`src/hdl/assert_macros.svh`:
```
// Assertion macros shared by the RTL
`ifndef ASSERT_MACROS_SVH
`define ASSERT_MACROS_SVH

// implication checked on every clock edge outside reset
`define ASSERT_IMPL(label, clk_s, rst_s, ante, cons) \
  label: assert property (@(posedge clk_s) disable iff (rst_s) (ante) |-> (cons)) \
    else $error("assertion failed");

// implication whose consequent is checked in the cycle after the antecedent
`define ASSERT_NEXT(label, clk_s, rst_s, ante, cons) \
  label: assert property (@(posedge clk_s) disable iff (rst_s) (ante) |=> (cons)) \
    else $error("assertion failed");

`endif

```
`src/hdl/kli_ram.sv`:
```
// Generic single-port-write RAM with registered read
`default_nettype none
module kli_ram #(
  parameter int Width = 32,
  parameter int Depth = 64
) (
  input  wire logic clk,
  input  wire logic we,
  input  wire logic [$clog2(Depth)-1:0] waddr,
  input  wire logic [Width-1:0] wdata,
  input  wire logic [$clog2(Depth)-1:0] raddr,
  output logic [Width-1:0] rdata
);
  logic [Width-1:0] mem [Depth];
  always_ff @(posedge clk) begin
    if (we) mem[waddr] <= wdata;
    rdata <= mem[raddr];
  end
endmodule
`default_nettype wire

```
`config.mk`:
```
export PLATFORM = sky130hd
export DESIGN_NAME = kli_ram
export DESIGN_NICKNAME = d
export VERILOG_FILES = /design/src/hdl/assert_macros.svh /design/src/hdl/kli_ram.sv
export SDC_FILE = /design/constraint.sdc
export NUM_CORES = 2
export LEC_CHECK = 0
export BUFFER_PORTS_ARGS = -buffer_cell sky130_fd_sc_hd__buf_2
export CELL_PAD_IN_SITES_DETAIL_PLACEMENT = 1
export CELL_PAD_IN_SITES_GLOBAL_PLACEMENT = 1
export CORE_MARGIN = 3
export CORE_UTILIZATION = 51
export CTS_CLUSTER_DIAMETER = 60
export DETAILED_ROUTE_END_ITERATION = 12
export PLACE_DENSITY_LB_ADDON = 0.1
export RECOVER_POWER = 100
export SLEW_MARGIN = 0
export SYNTH_ARGS = -nofsm -noshare
export SYNTH_HDL_FRONTEND = slang
export SYNTH_SLANG_ARGS = --single-unit
export TNS_END_PERCENT = 10
```
`constraint.sdc`:
```
create_clock -name clk -period 3.22 [get_ports clk]
set_input_delay 0 -clock clk [delete_from_list [all_inputs] [get_ports clk]]
set_output_delay 0 -clock clk [all_outputs]
set_load 0.02 [all_outputs]
```
Word level (Yosys, flattened, before mapping)
Memories as Yosys holds them, arrays and structs flattened. A register that Yosys moved wholly into a read port is not among the register bits.
Cells that the tools add are included.
- flip-flop bits (word level): 0
- bits in writable memories: 2048
- input bits: 46
- memories kept: 1
- mux-type cells: 2
- memories (memory ; depth ; bits a word ; rd ports ; clocked after Yosys merged registers in ; wr ports ; line ; RTL):
    mem ; 64 ; 32 ; 1 ; 1 ; 1 ; kli_ram.sv:14 ; logic [Width-1:0] mem [Depth];
- operator list (cell ; count):
    $mux W1 ; 2

Depth between registers and ports, before layout
- depth in word-level cells: 2
- gate-level depth with buffers: 10
- depth with buffers taken out: 5

Least setup slack after synthesis
No wires, ideal clock.
- kind: input port to flip-flop
- start point: in waddr[3]
- end point: mem mem[48][0] (enable)
- setup time: 0.461 ns
- arrival time: 2.699 ns
- required time: 2.759 ns
- path slack: 0.060 ns
- stages: 4
- buffers on the path: 1
- cell sequence: clkbuf_1 > nor2b_1 > nand4b_1 > nor3_1
- RTL lines (item ; line ; RTL):
    from (decl) ; kli_ram.sv:9 ; input wire logic [$clog2(Depth)-1:0] waddr,
    to (decl) ; kli_ram.sv:14 ;
Straight into the memory's write port.

==> metrics <==
run status finished, violations left; post-synth top area share about 78%; CP endpoint kind flip-flop; fin cells between 5000 and 6000; Root Driver clkbuf_16; via density per instance 6.392; leakage roughly 28 nW; row count between 100 and 150; max_cap viols a little under 50; H-Tree Depth 4; CTS tree yes; dominant synthesized flop cell edfxtp_1; first-pass GRT wire length 294700 µm; Syn Area/Cell about 24 µm²; final wirelength 205400 µm; synth cell count leaders edfxtp_1, mux4_2, nor2_1, mux2i_1, o22ai_1; gpl congestion slightly above 0.8; unrepaired setup endpoints after global routing no; Iter 0 DRT Violations between 4000 and 5000; routed length per instance around 35 µm; cell area after synthesis about 80000 µm²; grt total ovfl 0; crit path kind in2reg; violated checks capacitance limit, slew limit; DP HPWL between 100000 and 150000 µm; number of global-route vias before repair around 39000; area post-placement 83430 µm²; Final ANT Viol Nets 0; final slew viol count roughly 2400; global-route usage over all layers 26.38%; Initial Util around half; count of final setup violators 0; Setup WS pre-CTS between 200 and 250 ps; setup ws final 292.5 ps; worst-margin pin slew 3035 ps; Setup Skew 23.05 ps; GR Layer Usage met3 under 10%; syn nets between 3000 and 4000; drt first pass iters 5; PD cells 634.1 nW/µm²; CORE AREA between 150000 and 200000 µm²; Area growth, synth to finish 14.16%; Critical Path AT around 3600 ps; pin count of the biggest net entering global routing 65; Fmax about 340 MHz; Hold Vio Cnt, Final 0; Post-CTS Setup Inserts 0; most common cell in the netlist edfxtp_1; Chip Width 398.4 µm; CP required roughly 3900 ps; Worst Hold Path Cells 4; Post-synth EDFFs between 2000 and 2500; Hold/Removal Path Class in2reg; io pins 78; Hold-fix buffers, CTS between 40 and 50; post-layout util between 50 and 60%; vias between 30000 and 40000; post-layout min period about 3000 ps; Final Cycle Share between 90% and 100%; CP startpoint kind input port; max_slew headroom -102.3%; Worst IR Drop VDD 0.6099 mV; GRT met1 Usage between 30% and 40%; Synth area leaders edfxtp_1, mux4_2, mux2i_1; chip height 398.4 µm; # DRC 0; synth unique cells 34; r2r worst-path depth 4; Setup Total Neg Slack 0 ps; final instance area about 90000 µm²; initial antenna violation count 9; clock latency at the later pin of the worst-skew pair slightly above 800 ps; port bufs 77; GRT Max-Usage Layer met2; Yosys Warn Count 0; clock tree sinks about 2100; register area share after synthesis about four fifths; crit path max fanout 46; final net count 3712; DP Cell Count around 5400; met2 Use GR 42.65%; maximum buffer depth of the clock tree 3; share of post-route cells with drive strength above 1 a little over a quarter; post-cts gate resize count 0; cell count after synthesis 3324; die area roughly 160000 µm²; Worst-path clk slew 60 ps; post-synth top area cell edfxtp_1; CTS Buf Count approximately 210; asr flop ratio synth 0%; Synth Register Bits approximately 2100
==> power breakdown <==
part           switching (mW)  internal (mW)  total (mW)
Combinational            1.74           1.05        2.79
Sequential              0.139           30.0        30.2
Clock                    9.95           13.9        23.9
==> sequential cells by signal (all words and copies together) (netlist names) <==
name and flops:
mem 2048, rdata 32
==> cell type report <==
| cell class | count | area (µm²) |
|---|---|---|
| well taps | 2030 | 2540 |
| multi-input cells | 1062 | 15700 |
| clock inverters | 115 | 1084 |
| repair buffers | 315 | 2509 |
| flip-flops and latches | 2080 | 62140 |
| clock buffers | 270 | 5655 |
| diodes | 3 | 7.507 |
| fillers | 12480 | 62810 |
==> worst max-delay path, cell delays in order <==
cell and delay, ps:
dlygate4sd3_1 570, buf_8 420, buf_12 310, clkbuf_2 490, mux4_2 390, mux2i_1 180, nor2_1 110, a311oi_1 770
nor3_1 110
==> cell families (layout without fill, tap and decap cells) <==
group	Yosys count	after routing	share of synthesized area, %
other cells	0	3	0
compound gates	202	202	1.673
buf+inv	182	700	1.128
mux	637	637	16.79
flops	2080	2080	79.14
simple gates	223	223	1.265
==> metrics by stage <==
step                      power (mW)  hold slack (ps)
after global routing           58.63            40.41
final                          56.83            60.96
after global placement         33.44            425.5
after CTS                      57.35            3.644
after floorplan                32.13            98.87
after detailed placement       33.54            419.7
==> metal layers <==
layer	routed length (µm)	vias up
met5	58	-
met3	13950	287
met1	85340	20790
met4	4492	8
met2	101600	1498
li1	-	14970
==> worst paths after layout <==
path	startpoint	end	slack [ps]
min	raddr[3]	rdata[13]	60
min reg2reg	mem[28][8]	rdata[8]	790
max reg2reg	mem[8][30]	rdata[30]	970
max	raddr[2]	rdata[4]	290
==> placed cells by master, fill, tap and decap left out, types with 42 or more instances in the layout <==
cell type / netlist / layout
mux4_2: 544 / 544
buf_4: 25 / 79
mux2i_1: 93 / 93
clkinv_2: 0 / 42
a21oi_1: 62 / 62
o22ai_1: 84 / 84
clkbuf_2: 0 / 48
dlygate4sd3_1: 0 / 42
edfxtp_1: 2048 / 2048
nor2_1: 137 / 109
clkbuf_1: 74 / 140
clkbuf_16: 0 / 214
(Power assumes the default switching activity.)
