$ cat config.mk
export PLATFORM = sky130hd
export DESIGN_NAME = kli_div
export DESIGN_NICKNAME = d
export VERILOG_FILES = /design/src/hdl/assert_macros.svh /design/src/hdl/kli_pkg.sv /design/src/hdl/kli_div.sv
export SDC_FILE = /design/constraint.sdc
export NUM_CORES = 1
export LEC_CHECK = 0
export BUFFER_PORTS_ARGS = -buffer_cell sky130_fd_sc_hd__buf_4
export CAP_MARGIN = 10
export CELL_PAD_IN_SITES_DETAIL_PLACEMENT = 0
export CELL_PAD_IN_SITES_GLOBAL_PLACEMENT = 1
export CORE_MARGIN = 3
export CORE_UTILIZATION = 39
export CTS_BUF_LIST = sky130_fd_sc_hd__clkbuf_8
export DETAILED_ROUTE_END_ITERATION = 12
export GPL_ROUTABILITY_DRIVEN = 0
export HOLD_SLACK_MARGIN = 0.03
export PLACE_DENSITY = 0.74
export SYNTH_ARGS = -nofsm -noshare
export SYNTH_HDL_FRONTEND = slang
export SYNTH_SLANG_ARGS = --single-unit
$ cat constraint.sdc
create_clock -name clk -period 3.6 [get_ports clk]
set_clock_uncertainty 0.1 [all_clocks]
set_input_delay 0.18 -clock clk [delete_from_list [all_inputs] [get_ports clk]]
set_output_delay 0.18 -clock clk [all_outputs]
set_load 0.05 [all_outputs]
$ cat src/hdl/assert_macros.svh
// Assertion macros shared by the RTL
`ifndef ASSERT_MACROS_SVH
`define ASSERT_MACROS_SVH

// implication checked on every clock edge outside reset
`define ASSERT_IMPL(label, clk_s, rst_s, ante, cons) \
  label: assert property (@(posedge clk_s) disable iff (rst_s) (ante) |-> (cons)) \
    else $error("assertion failed");

// implication whose consequent is checked in the cycle after the antecedent
`define ASSERT_NEXT(label, clk_s, rst_s, ante, cons) \
  label: assert property (@(posedge clk_s) disable iff (rst_s) (ante) |=> (cons)) \
    else $error("assertion failed");

`endif

$ cat src/hdl/kli_pkg.sv
// Package: types and constants of the keyframe interpolator
`default_nettype none
package kli_pkg;
  localparam int MaxKeys = 64;
  localparam int IdxW = $clog2(MaxKeys);
  localparam int CntW = IdxW + 1;
  localparam int TimeW = 32;
  localparam int ValW = 32;
  localparam int FracW = 16;
  localparam logic KIND_LOAD = 1'b0;
  localparam logic KIND_QUERY = 1'b1;
  localparam logic [0:0] REG_KEY_COUNT = 1'b0;

  typedef enum logic [3:0] {
    ST_IDLE, ST_RD_T, ST_SCAN, ST_SEG, ST_DIV, ST_RD_A, ST_RD_B, ST_MUL,
    ST_ADD, ST_OUT
  } state_t;

  typedef struct packed {
    logic start;
    logic [TimeW-1:0] num;
    logic [TimeW-1:0] den;
  } div_req_t;

  typedef struct packed {
    logic busy;
    logic done;
  } div_stat_t;
endpackage
`default_nettype wire

$ cat src/hdl/kli_div.sv
// Restoring divider: floor((num << 16) / den), one quotient bit per cycle
`default_nettype none
module kli_div (
  input  wire logic clk,
  input  wire logic rst,
  input  wire kli_pkg::div_req_t req,
  output kli_pkg::div_stat_t stat,
  output logic [kli_pkg::FracW:0] quot
);
  import kli_pkg::*;
  // num < den always, so the quotient fits in FracW bits
  logic [TimeW:0] rem;
  logic [TimeW-1:0] den;
  logic [4:0] cnt;
  logic busy;
  logic done;
  logic [TimeW+1:0] shl;
  logic [TimeW+1:0] diff;

  assign shl = {rem, 1'b0};
  assign diff = shl - {2'b00, den};

  always_ff @(posedge clk) begin
    if (rst) begin
      busy <= 1'b0;
      done <= 1'b0;
      cnt <= '0;
    end else begin
      done <= 1'b0;
      if (req.start) begin
        busy <= 1'b1;
        cnt <= 5'(FracW - 1);
      end else if (busy) begin
        if (cnt == '0) begin
          busy <= 1'b0;
          done <= 1'b1;
        end
        cnt <= cnt - 5'd1;
      end
    end
  end

  always_ff @(posedge clk) begin
    if (req.start) begin
      rem <= {1'b0, req.num};
      den <= req.den;
      quot <= '0;
    end else if (busy) begin
      if (!diff[TimeW+1]) begin
        rem <= diff[TimeW:0];
        quot <= {quot[FracW-1:0], 1'b1};
      end else begin
        rem <= shl[TimeW:0];
        quot <= {quot[FracW-1:0], 1'b0};
      end
    end
  end

  assign stat.busy = busy;
  assign stat.done = done;
endmodule
`default_nettype wire

* After elaboration in Yosys (flattened, before gate mapping) *
Index checks and enable logic that the tools add are counted.

storage, ports and cells
  register bits = 89
  bits in latches = 0
  bits in writable memories = 0
  bits in read-only memories = 0
  memories kept = 0

operators by class
  add/subtract/negate cells = 2
  multipliers = 0
  div/mod/pow operators = 0
  order comparisons = 0
  equal/unequal tests = 0
  shifts and indexed selects = 0
  mux-type cells = 10
  bitwise logic cells = 1
  reduce and logical (&&, ||, !) cells = 4

operator list
  cell                   number
  $mux W32               2
  $sub A34 B32 Y34       1
  $mux W33               1
  $mux W4                2
  $logic_not A5 Y1       1
  $mux W1                5
  $sub A5 B1 Y5 const B  1
  $reduce_or A3 Y1       1
  $reduce_bool A2 Y1     1
  $reduce_or A2 Y1       1
  $not A1 Y1             1

* Logic depth before layout (Yosys ltp) *
  word-level depth = 4
  mapped depth = 14
  gate-level depth less buffers = 11

* Least setup slack after synthesis *
OpenSTA, ideal clock, no wires.

  path kind = reg-to-reg
  from = reg rem[25]
  to = reg rem[21] (data pin)
  arrival = 2,837 ps
  data required time = 3,240 ps
  setup slack = 403 ps
  stages on the path, launching flop included = 11
  clock period less this slack = 3,197 ps
  cell sequence = edfxtp_1 ha_1 a211oi_2 o21ai_1 a311o_1 mux2_1 a211o_1 nor3_2 buf_4 mux2_2 mux2_2

on the way
  word-level cells in the longest chain between the ends = 4

RTL lines
  item                      line           text
  start: declaration        kli_div.sv:12  logic [TimeW:0] rem;
  start signal: assignment  kli_div.sv:45  rem <= {1'b0, req.num};
  start signal: assignment  kli_div.sv:50  rem <= diff[TimeW:0];
  start signal: assignment  kli_div.sv:53  rem <= shl[TimeW:0];
  $sub A34 B32 Y34          kli_div.sv:21  assign diff = shl - {2'b00, den};
  $mux W33                  kli_div.sv:49  if (!diff[TimeW+1]) begin
  $mux W32                  kli_div.sv:48  end else if (busy) begin
  $mux W32                  kli_div.sv:44  if (req.start) begin

No other way between the ends. The select of a mux whose other input is x is not followed.
A chain may end at the register's enable or synchronous reset.

* Worst setup path in the final report *
  from = reg rem[25]
  to = reg rem[27] (data pin)

The elaborated chain is that of the path after synthesis.

==> metrics.txt <==
CTS H-Tree Depth=3; Die X-Extent=125 um; endpoints failing hold=0; overall via count from detail_route=4435; Largest delay share family, worst path=compound AO/OA/AOI/OAI gates; vias in the first global route=4395; maximum ir drop on the vdd rail=285 uV; Reg-to-Reg Start=rem[25]; Post-Syn Instances=558; prevailing post-synth register cell=edfxtp_1; fin nets=804; reg2reg path depth=10; drt first pass iters=5; EDFF count, synth=64; Post-Synthesis Mean Instance Area=between 9 and 10 sq um; die outline area=15500 sq um; Slowest Stage Delay on Critical Path=400 ps; number of antenna violations at the first check in global routing=0; Mapped Area=5490 sq um; Total Routed Length=12.4 mm; post-route clock period utilization=96.0%; Synth area leaders=edfxtp_1, dfxtp_1, ha_1; root buffer cell=clkbuf_8; gr usage total=16.0%; gr ovfl total=0; maximum achievable frequency=289 MHz; setup-violating endpoint count in the final report=0; Area after DPL=6330 sq um; critical path start-end classification=flip-flop to flip-flop; total negative slack for setup checks=0 ps; run status=completed; async set-reset flop share out of synthesis=0%; insertion delay to the later sink of the worst-skew pair=390 ps; area fraction of the dominant cell type after synthesis=a little over a third; first-pass GRT wire length=20.7 mm; per-cell via count in the routed design=around 5.0; number of inserted diodes=0; DRC violation total after the first TritonRoute iteration=199; clock-pin transition on the worst setup and hold timing paths=100 ps; cell area after layout=7170 sq um; detailed-route DRC error count=0; placed instance count=807; Critical Path Slowest Stage Cell=edfxtp_1; worst setup path endpoint=rem[27]; TritonCTS Sinks=89; CTS tree=built; Pwr per Cell Area=587 nW/um^2; Pleak=3.12 nW; final number of max-transition violations=0; top library cells by usage in the layout, fill and taps aside=buf_4, edfxtp_1, dlygate4sd3_1; number of buffers between clock root and the deepest sink=2; number of library cell types mapped by synthesis=56; number of placed I/O pins=86; most frequent cell on the critical path=mux2_2; number of flip-flops and latches in the synthesized netlist=89; launching element of the worst setup path=rem[25]; Crit path depth=10; number of buffers created by CTS=9; Buf+Inv Stages, Crit Path=1; post-detailed-route count of antenna-violating nets=0; crit path DAT=around 3500 ps; cell taking the most area after synthesis=edfxtp_1; largest fanout on the critical path=7; path category of the worst min-delay check=input port to flip-flop; critical path required time=3650 ps; synthesized net count=roughly 660; smallest hold slack=around 61 ps; crit end category=flip-flop; DIE HEIGHT=125 um; RSZ-0062 raised after global routing=false; # Max-Cap Violations=0; worst slew margin relative to its limit=39.9%; synth warn=0; initial standard-cell utilization of the core=40.6%; half-perimeter wire length after detailed placement=8.97 mm; final critical path time including I/O delays and setup=3460 ps; sort of element at the start of the critical path=flip-flop; area inside the core boundary=13500 sq um; share of cells above drive strength 1=20.6%; number of input and output port buffers inserted=85; capture point of the worst reg-to-reg path=rem[27]; share of synthesized area occupied by flip-flops and latches=44.2%; register-to-register setup slack=140 ps; final routed wire length divided by cell count=14.1 um; layout-stage area growth over the synthesis result=30.7%; most common library cell in the layout ignoring fill and taps=buf_4; slew at the pin with the worst max-slew slack=901 ps; worst path cell trace=ha_1, a211oi_2, o21ai_1, a311o_1, mux2_1, a211o_1, nor3_4, buf_6, mux2_2, mux2_2; non-filler cells in the finished layout=885; maximum number of pins on one net before global-route repair=48; standard-cell row count=42
[report_power, final]
group	switching, mW	leakage [nW]	internal (mW)
clock	0.425	0.0980	0.273
combinational	1.11	2.18	1.02
sequential	0.0831	0.843	1.30
total	1.62	3.12	2.59
[routing by layer]
layer / global-route usage (%) / part of all wire [%] / vias to the layer above
met4: 3.87 / 0.76 / 0
met1: 21.7 / 49 / 2084
met2: 25.8 / 46 / 75
met5: 0 / 0 / -
li1: - / - / 2271
met3: 4.25 / 4.0 / 5
[cell usage after synthesis (3+ instances only)]
cell      count
a211o_1       3
a31oi_1       3
mux2i_1      38
mux2_2       12
nor4b_1       3
nand3_1       7
o21bai_1      5
nor3_1        8
nor2b_1       4
xnor2_1      23
o31ai_1       3
dfxtp_1      25
o21a_1        6
a211oi_2      3
nand4_1       4
a31o_2        3
o21ai_0      39
edfxtp_1     64
buf_4         5
a21oi_1      23
xor2_1        9
a211oi_1      5
or2_2         3
nand2b_1      6
nand2_1      53
a21o_1       15
clkbuf_1     19
nor2_1       53
inv_1        44
and2_1        4
ha_1         32
[logic make-up (layout without fill, tap and decap cells)]
group | count (synthesis) | after routing | synth area share [%]
mux | 51 | 51 | 9.60
compound gates | 127 | 127 | 15.3
xor+xnor | 32 | 32 | 5.11
fa+ha+maj | 33 | 33 | 7.66
buf+inv | 71 | 222 | 5.36
flops | 89 | 89 | 44.2
simple gates | 155 | 155 | 12.8
[registers in the layout, indices dropped and copies added, names as in the netlist]
signal and flops:
done 1, rem 33, den 32, busy 1, quot 17, cnt 5
[through the flow]
stage | setup WS (ps) | utilization [%] | total power, mW
CTS | 67.3 | 52.8 | 4.21
floorplan | 403 | - | 2.96
global placement | 187 | 46.9 | 3.41
detailed placement | 94.8 | 46.9 | 3.44
finish | 143 | 53.1 | 4.21
global route | 8.92 | 53.1 | 4.53
[final cells by class]
type	count	area [sq um]
clock buffer	9	124
clock inverter	7	67.6
fill	1243	6340
inverter	44	165
multi-input combinational	398	2800
sequential	89	2420
tap	176	220
timing repair buffer	162	1370
[worst min path at each step]
stage / start / endpoint / slack, ps / depth (start not counted)
floorplan: rst / busy / 150 / 1
global placement: req[15] / den[15] / 260 / 1
detailed placement: req[31] / den[31] / 260 / 1
CTS: req[58] / rem[26] / 30 / 2
global route: req[58] / rem[26] / 40 / 2
finish: req[58] / rem[26] / 60 / 2
[what timing repair did]
| item | CTS | global route |
|---|---|---|
| endpoints found under the hold margin | 67 | 0 |
| resized for setup | 0 | 6 |
| hold buffers | 61 | 0 |
| endpoints found under the setup margin | 0 | 13 |
| buffers inserted | 0 | 1 |
No activity file was read; power rests on OpenSTA's default activity.
